File: src/rtl/wgta_pkg.sv
`timescale 1ns / 1ps
package wgta_pkg;
    localparam int MAX_TRACKS = 16;
    localparam int MAX_LIMBO  = 16;
    localparam int ID_BITS    = 16;
    localparam int TIDX_W     = $clog2(MAX_TRACKS);
    localparam int LIDX_W     = $clog2(MAX_LIMBO);
    localparam int TCNT_W     = $clog2(MAX_TRACKS + 1);
    localparam int LCNT_W     = $clog2(MAX_LIMBO + 1);
    localparam int WIN_W      = 12;
    localparam int COORD_W    = 16;
    localparam int POS_W      = 2 * COORD_W;
    localparam int CNT_OUT_W  = 5;

    localparam logic [1:0] MODE_DET   = 2'd0;
    localparam logic [1:0] MODE_EOF   = 2'd1;
    localparam logic [1:0] MODE_CLEAR = 2'd2;
    localparam logic [1:0] MODE_RSVD  = 2'd3;

    localparam logic [2:0] SRC_NEW     = 3'd0;
    localparam logic [2:0] SRC_LIMBO   = 3'd1;
    localparam logic [2:0] SRC_CONT    = 3'd2;
    localparam logic [2:0] SRC_DROPPED = 3'd3;
    localparam logic [2:0] SRC_CTRL    = 3'd4;

    localparam logic REG_WINDOW_X = 1'b0;
    localparam logic REG_WINDOW_Y = 1'b1;

    typedef struct packed {
        logic [POS_W-1:0]   pos;
        logic [ID_BITS-1:0] ident;
    } entry_t;
endpackage

File: src/rtl/wgta_near.sv
`timescale 1ns / 1ps
// Shared gate compare: both axes strictly inside the half window.
module wgta_near (
    input  logic [wgta_pkg::POS_W-1:0] pos_a,
    input  logic [wgta_pkg::POS_W-1:0] pos_b,
    input  logic [wgta_pkg::WIN_W-1:0] window_x,
    input  logic [wgta_pkg::WIN_W-1:0] window_y,
    output logic                       hit
);
    logic [15:0] ax, bx, ay, by, dx, dy;
    logic [15:0] hx, hy;

    always_comb begin
        ax = pos_a[31:16];
        bx = pos_b[31:16];
        ay = pos_a[15:0];
        by = pos_b[15:0];
        dx = (ax > bx) ? (ax - bx) : (bx - ax);
        dy = (ay > by) ? (ay - by) : (by - ay);
        hx = {1'b0, window_x[11:1], 4'b0000};
        hy = {1'b0, window_y[11:1], 4'b0000};
        hit = (dx < hx) && (dy < hy);
    end
endmodule

File: src/rtl/window_gated_track_association.sv
`timescale 1ns / 1ps
// Window gated track association.
// Input channel s_*: mode, det_x, det_y (Q12.4). Mode 0 associates a
// detection, mode 1 closes a frame, mode 2 clears all tables.
// Result channel m_*: track_id, source, moved_to_limbo, limbo_dropped; one
// item per input item, held in an output register until taken.
// Config port: cfg_we / cfg_index / cfg_data writes window_x (0) or
// window_y (1); write only while idle.
// Sequencing: one gate compare unit is shared under a sequencer. A detection
// searches limbo, then, without a limbo hit, the previous list; a match is
// taken out of its list by a compaction shift of one entry per cycle, then
// the detection is appended to the current list. End of frame tests each
// previous entry against the current list, then copies the current list
// into the previous one at one entry per cycle. Clear, the unused mode and
// a detection into a full current list go straight to the result register.
// s_ready is low while an item is at work or a result waits unaccepted.
// Reset empties all lists, zeroes the identifier counter, sets both
// windows to 64; table contents stay undefined until written.
module window_gated_track_association (
    input  logic        aclk,
    input  logic        aresetn,
    input  logic        s_valid,
    output logic        s_ready,
    input  logic [1:0]  s_mode,
    input  logic [15:0] s_det_x,
    input  logic [15:0] s_det_y,
    output logic        m_valid,
    input  logic        m_ready,
    output logic [15:0] m_track_id,
    output logic [2:0]  m_source,
    output logic [4:0]  m_moved_to_limbo,
    output logic [4:0]  m_limbo_dropped,
    input  logic        cfg_we,
    input  logic        cfg_index,
    input  logic [11:0] cfg_data
);
    localparam logic [3:0] ST_IDLE   = 4'd0;
    localparam logic [3:0] ST_LSRCH  = 4'd1;
    localparam logic [3:0] ST_PSRCH  = 4'd2;
    localparam logic [3:0] ST_LSHIFT = 4'd3;
    localparam logic [3:0] ST_PSHIFT = 4'd4;
    localparam logic [3:0] ST_APPEND = 4'd5;
    localparam logic [3:0] ST_EPREV  = 4'd6;
    localparam logic [3:0] ST_ECUR   = 4'd7;
    localparam logic [3:0] ST_ECOPY  = 4'd8;
    localparam logic [3:0] ST_OUT    = 4'd9;

    localparam int TW = wgta_pkg::TIDX_W;
    localparam int LW = wgta_pkg::LIDX_W;
    localparam int TC = wgta_pkg::TCNT_W;
    localparam int LC = wgta_pkg::LCNT_W;

    wgta_pkg::entry_t cur_mem   [wgta_pkg::MAX_TRACKS];
    wgta_pkg::entry_t prev_mem  [wgta_pkg::MAX_TRACKS];
    wgta_pkg::entry_t limbo_mem [wgta_pkg::MAX_LIMBO];

    logic [3:0]  state_reg;
    logic [TC-1:0] cur_cnt_reg, prev_cnt_reg;
    logic [LC-1:0] limbo_cnt_reg;
    logic [wgta_pkg::ID_BITS-1:0] next_id_reg;
    logic [11:0] win_x_reg, win_y_reg;
    logic [TC-1:0] i_reg;   // list walk index (counts)
    logic [TC-1:0] j_reg;   // current list index at end of frame
    logic [wgta_pkg::POS_W-1:0] pos_reg;
    logic [wgta_pkg::ID_BITS-1:0] id_reg;
    logic [2:0]  src_reg;
    logic [4:0]  moved_reg, dropped_reg;
    logic        m_valid_reg;

    logic [wgta_pkg::POS_W-1:0] cmp_b, cmp_a;
    logic cmp_hit;
    logic [TW-1:0] ti, ti1, tj, tcopy;
    logic [LW-1:0] li, li1;

    assign ti  = i_reg[TW-1:0];
    assign ti1 = TW'(i_reg + TC'(1));
    assign li  = LW'(i_reg);
    assign li1 = LW'(i_reg + TC'(1));
    assign tj  = j_reg[TW-1:0];
    assign tcopy = j_reg[TW-1:0];

    always_comb begin
        cmp_a = pos_reg;
        case (state_reg)
            ST_LSRCH: cmp_b = limbo_mem[li].pos;
            ST_PSRCH: cmp_b = prev_mem[ti].pos;
            ST_ECUR:  cmp_b = cur_mem[tj].pos;
            default:  cmp_b = prev_mem[ti].pos;
        endcase
    end

    wgta_near u_near (
        .pos_a(cmp_a), .pos_b(cmp_b),
        .window_x(win_x_reg), .window_y(win_y_reg), .hit(cmp_hit)
    );

    assign s_ready = (state_reg == ST_IDLE) && !m_valid_reg;
    assign m_valid = m_valid_reg;
    assign m_track_id = id_reg;
    assign m_source = src_reg;
    assign m_moved_to_limbo = moved_reg;
    assign m_limbo_dropped = dropped_reg;

    // Config registers
    always_ff @(posedge aclk) begin
        if (!aresetn) begin
            win_x_reg <= 12'd64;
            win_y_reg <= 12'd64;
        end else if (cfg_we) begin
            if (cfg_index == wgta_pkg::REG_WINDOW_X) win_x_reg <= cfg_data;
            else win_y_reg <= cfg_data;
        end
    end

    // Table storage, written only by the sequencer
    always_ff @(posedge aclk) begin
        case (state_reg)
            ST_LSHIFT: limbo_mem[li] <= limbo_mem[li1];
            ST_PSHIFT: prev_mem[ti] <= prev_mem[ti1];
            ST_APPEND: cur_mem[cur_cnt_reg[TW-1:0]] <= '{pos: pos_reg, ident: id_reg};
            ST_ECUR: begin
                if (!cmp_hit && (j_reg + TC'(1) >= cur_cnt_reg)
                        && (limbo_cnt_reg < LC'(wgta_pkg::MAX_LIMBO)))
                    limbo_mem[limbo_cnt_reg[LW-1:0]] <= prev_mem[ti];
            end
            ST_EPREV: begin
                // entry under test is i_reg-1
                if (i_reg != '0 && cur_cnt_reg == '0
                        && limbo_cnt_reg < LC'(wgta_pkg::MAX_LIMBO))
                    limbo_mem[limbo_cnt_reg[LW-1:0]] <= prev_mem[TW'(i_reg - TC'(1))];
            end
            ST_ECOPY: prev_mem[tcopy] <= cur_mem[tcopy];
            default: ;
        endcase
    end

    always_ff @(posedge aclk) begin
        if (!aresetn) begin
            state_reg <= ST_IDLE;
            cur_cnt_reg <= '0;
            prev_cnt_reg <= '0;
            limbo_cnt_reg <= '0;
            next_id_reg <= '0;
            m_valid_reg <= 1'b0;
        end else begin
            if (m_valid_reg && m_ready) m_valid_reg <= 1'b0;
            case (state_reg)
                ST_IDLE: begin
                    if (s_valid && s_ready) begin
                        pos_reg <= {s_det_x, s_det_y};
                        id_reg <= '0;
                        src_reg <= wgta_pkg::SRC_CTRL;
                        moved_reg <= '0;
                        dropped_reg <= '0;
                        i_reg <= '0;
                        j_reg <= '0;
                        case (s_mode)
                            wgta_pkg::MODE_DET: begin
                                if (cur_cnt_reg >= TC'(wgta_pkg::MAX_TRACKS)) begin
                                    src_reg <= wgta_pkg::SRC_DROPPED;
                                    state_reg <= ST_OUT;
                                end else begin
                                    state_reg <= ST_LSRCH;
                                end
                            end
                            wgta_pkg::MODE_EOF: begin
                                i_reg <= prev_cnt_reg;
                                state_reg <= ST_EPREV;
                            end
                            wgta_pkg::MODE_CLEAR: begin
                                cur_cnt_reg <= '0;
                                prev_cnt_reg <= '0;
                                limbo_cnt_reg <= '0;
                                next_id_reg <= '0;
                                state_reg <= ST_OUT;
                            end
                            default: state_reg <= ST_OUT;
                        endcase
                    end
                end
                ST_LSRCH: begin
                    if (TC'(i_reg) >= TC'(limbo_cnt_reg)) begin
                        i_reg <= '0;
                        state_reg <= ST_PSRCH;
                    end else if (cmp_hit) begin
                        id_reg <= limbo_mem[li].ident;
                        src_reg <= wgta_pkg::SRC_LIMBO;
                        state_reg <= ST_LSHIFT;
                    end else begin
                        i_reg <= i_reg + TC'(1);
                    end
                end
                ST_PSRCH: begin
                    if (i_reg >= prev_cnt_reg) begin
                        id_reg <= next_id_reg;
                        src_reg <= wgta_pkg::SRC_NEW;
                        next_id_reg <= next_id_reg + wgta_pkg::ID_BITS'(1);
                        state_reg <= ST_APPEND;
                    end else if (cmp_hit) begin
                        id_reg <= prev_mem[ti].ident;
                        src_reg <= wgta_pkg::SRC_CONT;
                        state_reg <= ST_PSHIFT;
                    end else begin
                        i_reg <= i_reg + TC'(1);
                    end
                end
                ST_LSHIFT: begin
                    // shift one entry down per cycle, then shrink
                    if (TC'(i_reg) + TC'(1) >= TC'(limbo_cnt_reg)) begin
                        limbo_cnt_reg <= limbo_cnt_reg - LC'(1);
                        state_reg <= ST_APPEND;
                    end else begin
                        i_reg <= i_reg + TC'(1);
                    end
                end
                ST_PSHIFT: begin
                    if (i_reg + TC'(1) >= prev_cnt_reg) begin
                        prev_cnt_reg <= prev_cnt_reg - TC'(1);
                        state_reg <= ST_APPEND;
                    end else begin
                        i_reg <= i_reg + TC'(1);
                    end
                end
                ST_APPEND: begin
                    cur_cnt_reg <= cur_cnt_reg + TC'(1);
                    state_reg <= ST_OUT;
                end
                ST_EPREV: begin
                    // i_reg counts down; entry under test is i_reg-1
                    if (i_reg == '0) begin
                        j_reg <= '0;
                        state_reg <= ST_ECOPY;
                    end else begin
                        i_reg <= i_reg - TC'(1);
                        pos_reg <= prev_mem[TW'(i_reg - TC'(1))].pos;
                        j_reg <= '0;
                        if (cur_cnt_reg != '0) state_reg <= ST_ECUR;
                        else if (limbo_cnt_reg < LC'(wgta_pkg::MAX_LIMBO)) begin
                            state_reg <= ST_EPREV;
                        end
                    end
                    // empty current list: straight to limbo, dropped if limbo full
                    if (i_reg != '0 && cur_cnt_reg == '0) begin
                        if (limbo_cnt_reg < LC'(wgta_pkg::MAX_LIMBO)) begin
                            limbo_cnt_reg <= limbo_cnt_reg + LC'(1);
                            if (moved_reg != 5'd31) moved_reg <= moved_reg + 5'd1;
                        end else if (dropped_reg != 5'd31) begin
                            dropped_reg <= dropped_reg + 5'd1;
                        end
                    end
                end
                ST_ECUR: begin
                    if (cmp_hit) begin
                        state_reg <= ST_EPREV;
                    end else if (j_reg + TC'(1) >= cur_cnt_reg) begin
                        if (limbo_cnt_reg < LC'(wgta_pkg::MAX_LIMBO)) begin
                            limbo_cnt_reg <= limbo_cnt_reg + LC'(1);
                            if (moved_reg != 5'd31) moved_reg <= moved_reg + 5'd1;
                        end else if (dropped_reg != 5'd31) begin
                            dropped_reg <= dropped_reg + 5'd1;
                        end
                        state_reg <= ST_EPREV;
                    end else begin
                        j_reg <= j_reg + TC'(1);
                    end
                end
                ST_ECOPY: begin
                    if (j_reg >= cur_cnt_reg) begin
                        prev_cnt_reg <= cur_cnt_reg;
                        cur_cnt_reg <= '0;
                        state_reg <= ST_OUT;
                    end else begin
                        j_reg <= j_reg + TC'(1);
                    end
                end
                ST_OUT: begin
                    m_valid_reg <= 1'b1;
                    state_reg <= ST_IDLE;
                end
                default: state_reg <= ST_IDLE;
            endcase
        end
    end

    // pos_reg holds the entry under test at end of frame; in EPREV the mux
    // reads prev_mem[ti] (entry i_reg, unused), ECUR compares pos_reg.

    assert property (@(posedge aclk) disable iff (!aresetn)
        cur_cnt_reg <= TC'(wgta_pkg::MAX_TRACKS))
        else $error("current count over capacity");
    assert property (@(posedge aclk) disable iff (!aresetn)
        limbo_cnt_reg <= LC'(wgta_pkg::MAX_LIMBO))
        else $error("limbo count over capacity");
    assert property (@(posedge aclk) disable iff (!aresetn)
        (state_reg != ST_IDLE) |-> !s_ready)
        else $error("ready while busy");
    assert property (@(posedge aclk) disable iff (!aresetn)
        (state_reg == ST_OUT) |=> m_valid_reg)
        else $error("result lost");
endmodule

File: config.mk
export PLATFORM = sky130hd
export DESIGN_NAME = window_gated_track_association
export DESIGN_NICKNAME = d
export VERILOG_FILES = /design/src/rtl/wgta_pkg.sv /design/src/rtl/wgta_near.sv /design/src/rtl/window_gated_track_association.sv
export SDC_FILE = /design/constraint.sdc
export NUM_CORES = 2
export LEC_CHECK = 0
export ABC_AREA = 1
export BUFFER_PORTS_ARGS = -buffer_cell sky130_fd_sc_hd__buf_2
export CAP_MARGIN = 20
export CORE_MARGIN = 8
export CORE_UTILIZATION = 31
export CTS_CLUSTER_SIZE = 8
export DETAILED_ROUTE_END_ITERATION = 8
export HOLD_SLACK_MARGIN = 0.08
export SLEW_MARGIN = 20
export SYNTH_ARGS = -nofsm -noshare
export SYNTH_HDL_FRONTEND = slang
export SYNTH_HIERARCHICAL = 1
export SYNTH_SLANG_ARGS = --single-unit
File: constraint.sdc
create_clock -name aclk -period 10.65 [get_ports aclk]
set_clock_uncertainty 0.1 [all_clocks]
set_input_delay 1.065 -clock aclk [delete_from_list [all_inputs] [get_ports aclk]]
set_output_delay 1.065 -clock aclk [all_outputs]
set_load 0.03 [all_outputs]
Yosys cells after proc, flatten, opt, wreduce, memory -nomap -nowiden
Memories as Yosys holds them, arrays and structs flattened. A register that Yosys moved wholly into a read port is not among the register bits.
Cells that the tools add are included.
- shift-type cells: 0
- div/mod/pow operators: 0
- equality and inequality tests: 34
- $lt $le $gt $ge: 12
- $mul: 0
- $add $sub $neg: 14
- multiplexer cells: 105
- reductions and logical operators: 40
- bitwise gates (word level): 2
- operators with widths (kind ; count):
    16-bit 2-to-1 mux ; 10
    5-bit 2-to-1 mux ; 32
    48-bit 2-to-1 mux ; 3
    32-bit case mux with 2 select lines ; 2
    48-bit OR reduction ; 2
    4-bit 2-to-1 mux ; 19
    32-bit 2-to-1 mux ; 2
    16-bit subtractor ; 4
    5-bit case mux with 3 select lines ; 4
    16-bit case mux with 3 select lines ; 1
    5-bit case mux with 4 select lines ; 2
    4-bit case mux with 9 select lines ; 1
    16-bit > comparator ; 2
    16-bit by 15-bit < comparator with 1-bit output ; 2
    16-bit case mux with 2 select lines ; 1
    5-bit by 1-bit adder with 5-bit output (second input constant) ; 6
    5-bit >= comparator ; 6
    2-bit inequality test (second input constant) ; 15
    5-bit case mux with 6 select lines ; 1
    3-bit 2-to-1 mux ; 7
    1-bit 2-to-1 mux ; 18
    6-bit AND reduction ; 3
    16-bit by 1-bit adder with 16-bit output (second input constant) ; 1
    4-bit by 3-bit == test with 1-bit output (second input constant) ; 4
    other kinds (31) ; 59
- bits in read-only memories: 0
- bits of input ports: 52
- memories kept: 3
- bits in writable memories: 2304
- word-level logic and storage cells: 225
- bits in latches: 0
- output and inout port bits: 31
- register bits: 131
- memory list (name ; depth ; bits a word ; read ports ; clocked after Yosys merged registers in ; wr ports ; line ; source):
    cur_mem ; 16 ; 48 ; 1 ; 1 ; 1 ; window_gated_track_association.sv:53 ; wgta_pkg::entry_t cur_mem [wgta_pkg::MAX_TRACKS];
    limbo_mem ; 16 ; 48 ; 2 ; 1 ; 1 ; window_gated_track_association.sv:55 ; wgta_pkg::entry_t limbo_mem [wgta_pkg::MAX_LIMBO];
    prev_mem ; 16 ; 48 ; 3 ; 1 ; 1 ; window_gated_track_association.sv:54 ; wgta_pkg::entry_t prev_mem [wgta_pkg::MAX_TRACKS];

Logic depth before layout (Yosys ltp)
- word-level depth: 15
- gate-level depth with buffers: 46
- gate-level depth less buffers: 42

By module
The synthesis kept the hierarchy.
- modules (own cells, without submodules) (module ; cells an instance ; times used ; area an instance (um^2) ; sequential area each (um^2)):
    window_gated_track_association ; 12118 ; 1 ; 118055.7 ; 72679.7
    wgta_near ; 687 ; 1 ; 3892.5 ; 0.0

Worst setup path before layout
Ideal clock, no wire load.
- kind: register to register
- from: register with a tool-made name
- to: memory limbo_mem[0][0] (netlist bit) (enable)
- period minus slack after synthesis: 7.287 ns
- arrival: 6.733 ns
- setup time: 0.454 ns
- path slack: 3.363 ns
- path buffers: 7
- required time: 10.096 ns
- cell stages (with the launch flop): 39
- cell sequence: dfxtp_1 buf_2 buf_4 buf_2 buf_4 buf_2 o211ai_1 nand3_1 nand3_1 nand2_1 nand2_1 nand3_1 ha_1 buf_4 nand2_2 nor2_2 inv_2 nor3_4 [3 not listed] nand2_1 nand2_1 xnor2_1 inv_1 ha_1 a2111oi_0 nand2_1 nor2_1 nand4_1 nor2_1 nor2_1 nand3_2 nand2_2 nand2_1 nand2_1 inv_1 nand2_1 nor2_1
- RTL lines (item ; line):
    to (decl) ; window_gated_track_association.sv:55

==> run summary <==
Status = finished clean
Critical Path Start Type = flip-flop
Post-route minimum period = 9.63 ns
Final setup violation count = 0
Postcts setup bufs = 0
Setup_tns = 0 ns
Die area = 0.413 mm2
Crit Path Category = reg2reg
WL/cell = 23.5 um
Crit. End Element = flip-flop
CP dominant cell by count = nand2_1
Max Freq = 0.104 GHz
Vias in the first global route = 90,600
Worst Hold Launch = m_ready
Initial antenna violation count = 11
Pins Over Slew Limit = 0
Layout Nets = 12,700
Yosys Warn Count = 6
Global-route wire length before repair = 604,000 um
Hold Violations, Final = 0
Row count = 230
Post-DRT Antenna Nets = 0
RSZ-0062 raised after global routing = false
Synthesized area = 0.122 mm2
CTS max path bufs = 4
Worst skew pair latency = 0.98 ns
Area growth, synth to finish = 12.2%
Port bufs = 81
Number of DRC markers in iteration 0 = 12,600
Total grt overflow = 0
Die width = 643 um
Worst path bufs/invs = 7
Crit-path max FO = 152
Starting Density = 31.1%
Crit path max-delay family = simple AND/OR/NAND/NOR gates
Highest routed metal layer = met5
Syn nets = 13,000
Mapped Cells = 12,800
Commonest cells after routing, fill and taps aside = 2,375 x edfxtp_1, 2,295 x nand2_1, 1,744 x o21ai_0, 1,605 x nand3_1, 1,003 x inv_1
DRC viols = 0
I/O pin cnt = 83
Clk sinks = 2,441
Layout cells sized above 1 = 6.55%
Max Cap Viol = 0
Syn avg cell area = 9.52 um2
Drt first pass iters = 6
Reg2Reg Setup Slack = 1.02 ns
Met2 WL = 188,000 um
Met1 wire length = 169,000 um
Tcrit/Tclk final = 90.4%
Die height = 643 um
Highest-delay cell along the critical path = buf_4
CTS tree = done
CP Data Required Time = 11.09 ns
Post-CTS Resized = 0
Relative slew slack = 26.7%
Cts hold-fix bufs = 0
Worst path max stage delay = 0.73 ns
Met3 WL post-DR = 42,500 um
Most common cell after layout, fill and taps aside = edfxtp_1
Worst Path Arrival = 10.07 ns
Via count = 97,900
Clock slew at reported path FFs = 0.06 ns
GRT Util Overall = 19.2%
H-tree Lvls = 5
Largest net degree at the start of global routing = 181
Core ar. = 0.392 mm2
Gp weighted congestion = 0.879
CTS Buf Count = 357
Post-Route WL = 418,000 um
Detail Placement HPWL = 232,000 um
CTS root buf = clkbuf_16
Post-DR vias/cell = 5.50
Hold Path Class = in2reg
Measured slew at the worst slew-check pin = 1.10 ns
[per-layer routing]
layer  vias to the layer above  track usage [%]
met1                     47000             25.7
met2                      5266             30.6
met3                      1137             3.62
li1                      44500                -
met5                         -                0
met4                         8             8.00
[worst paths after layout]
check                                        end  cells past startpoint
worst max register to register  limbo_mem[7][21]                     39
worst min register to register      win_y_reg[6]                      2
worst max-delay path            limbo_mem[7][21]                     39
worst min-delay path                     m_valid                      3
[worst min-delay path: stages]
cell and delay (ns):
buf_2 0.07, or2_2 0.09, a21oi_1 0.05
[final cells by class]
type | count | area, um2
inverters | 1034 | 3960
fillers | 39000 | 255000
multi-input cells | 8380 | 41800
diodes | 5 | 12.5
clock inverters | 15 | 206
well taps | 5220 | 6530
clock buffers | 414 | 9220
flip-flops and latches | 2441 | 72700
repair buffers | 277 | 2280
[stage by stage]
stage | worst slack (ns) | hold slack, ns | cells | area [um2] | utilization (%)
6_report | 1.02 | 0.305 | 17800 | 137000 | 34.9
5_1_grt | 0.436 | 0.295 | 17800 | 137000 | 34.9
4_1_cts | 1.13 | 0.260 | 17800 | 137000 | 34.9
3_5_place_dp | 1.19 | 0.364 | 17400 | 127000 | 32.5
3_3_place_gp | 1.20 | 0.357 | 17400 | 127000 | 32.5
2_1_floorplan | 3.36 | 0.329 | 12800 | 122000 | -
Power is not shown: default switching activity piles up to over one toggle a cycle in this logic, so the estimate is an artifact.
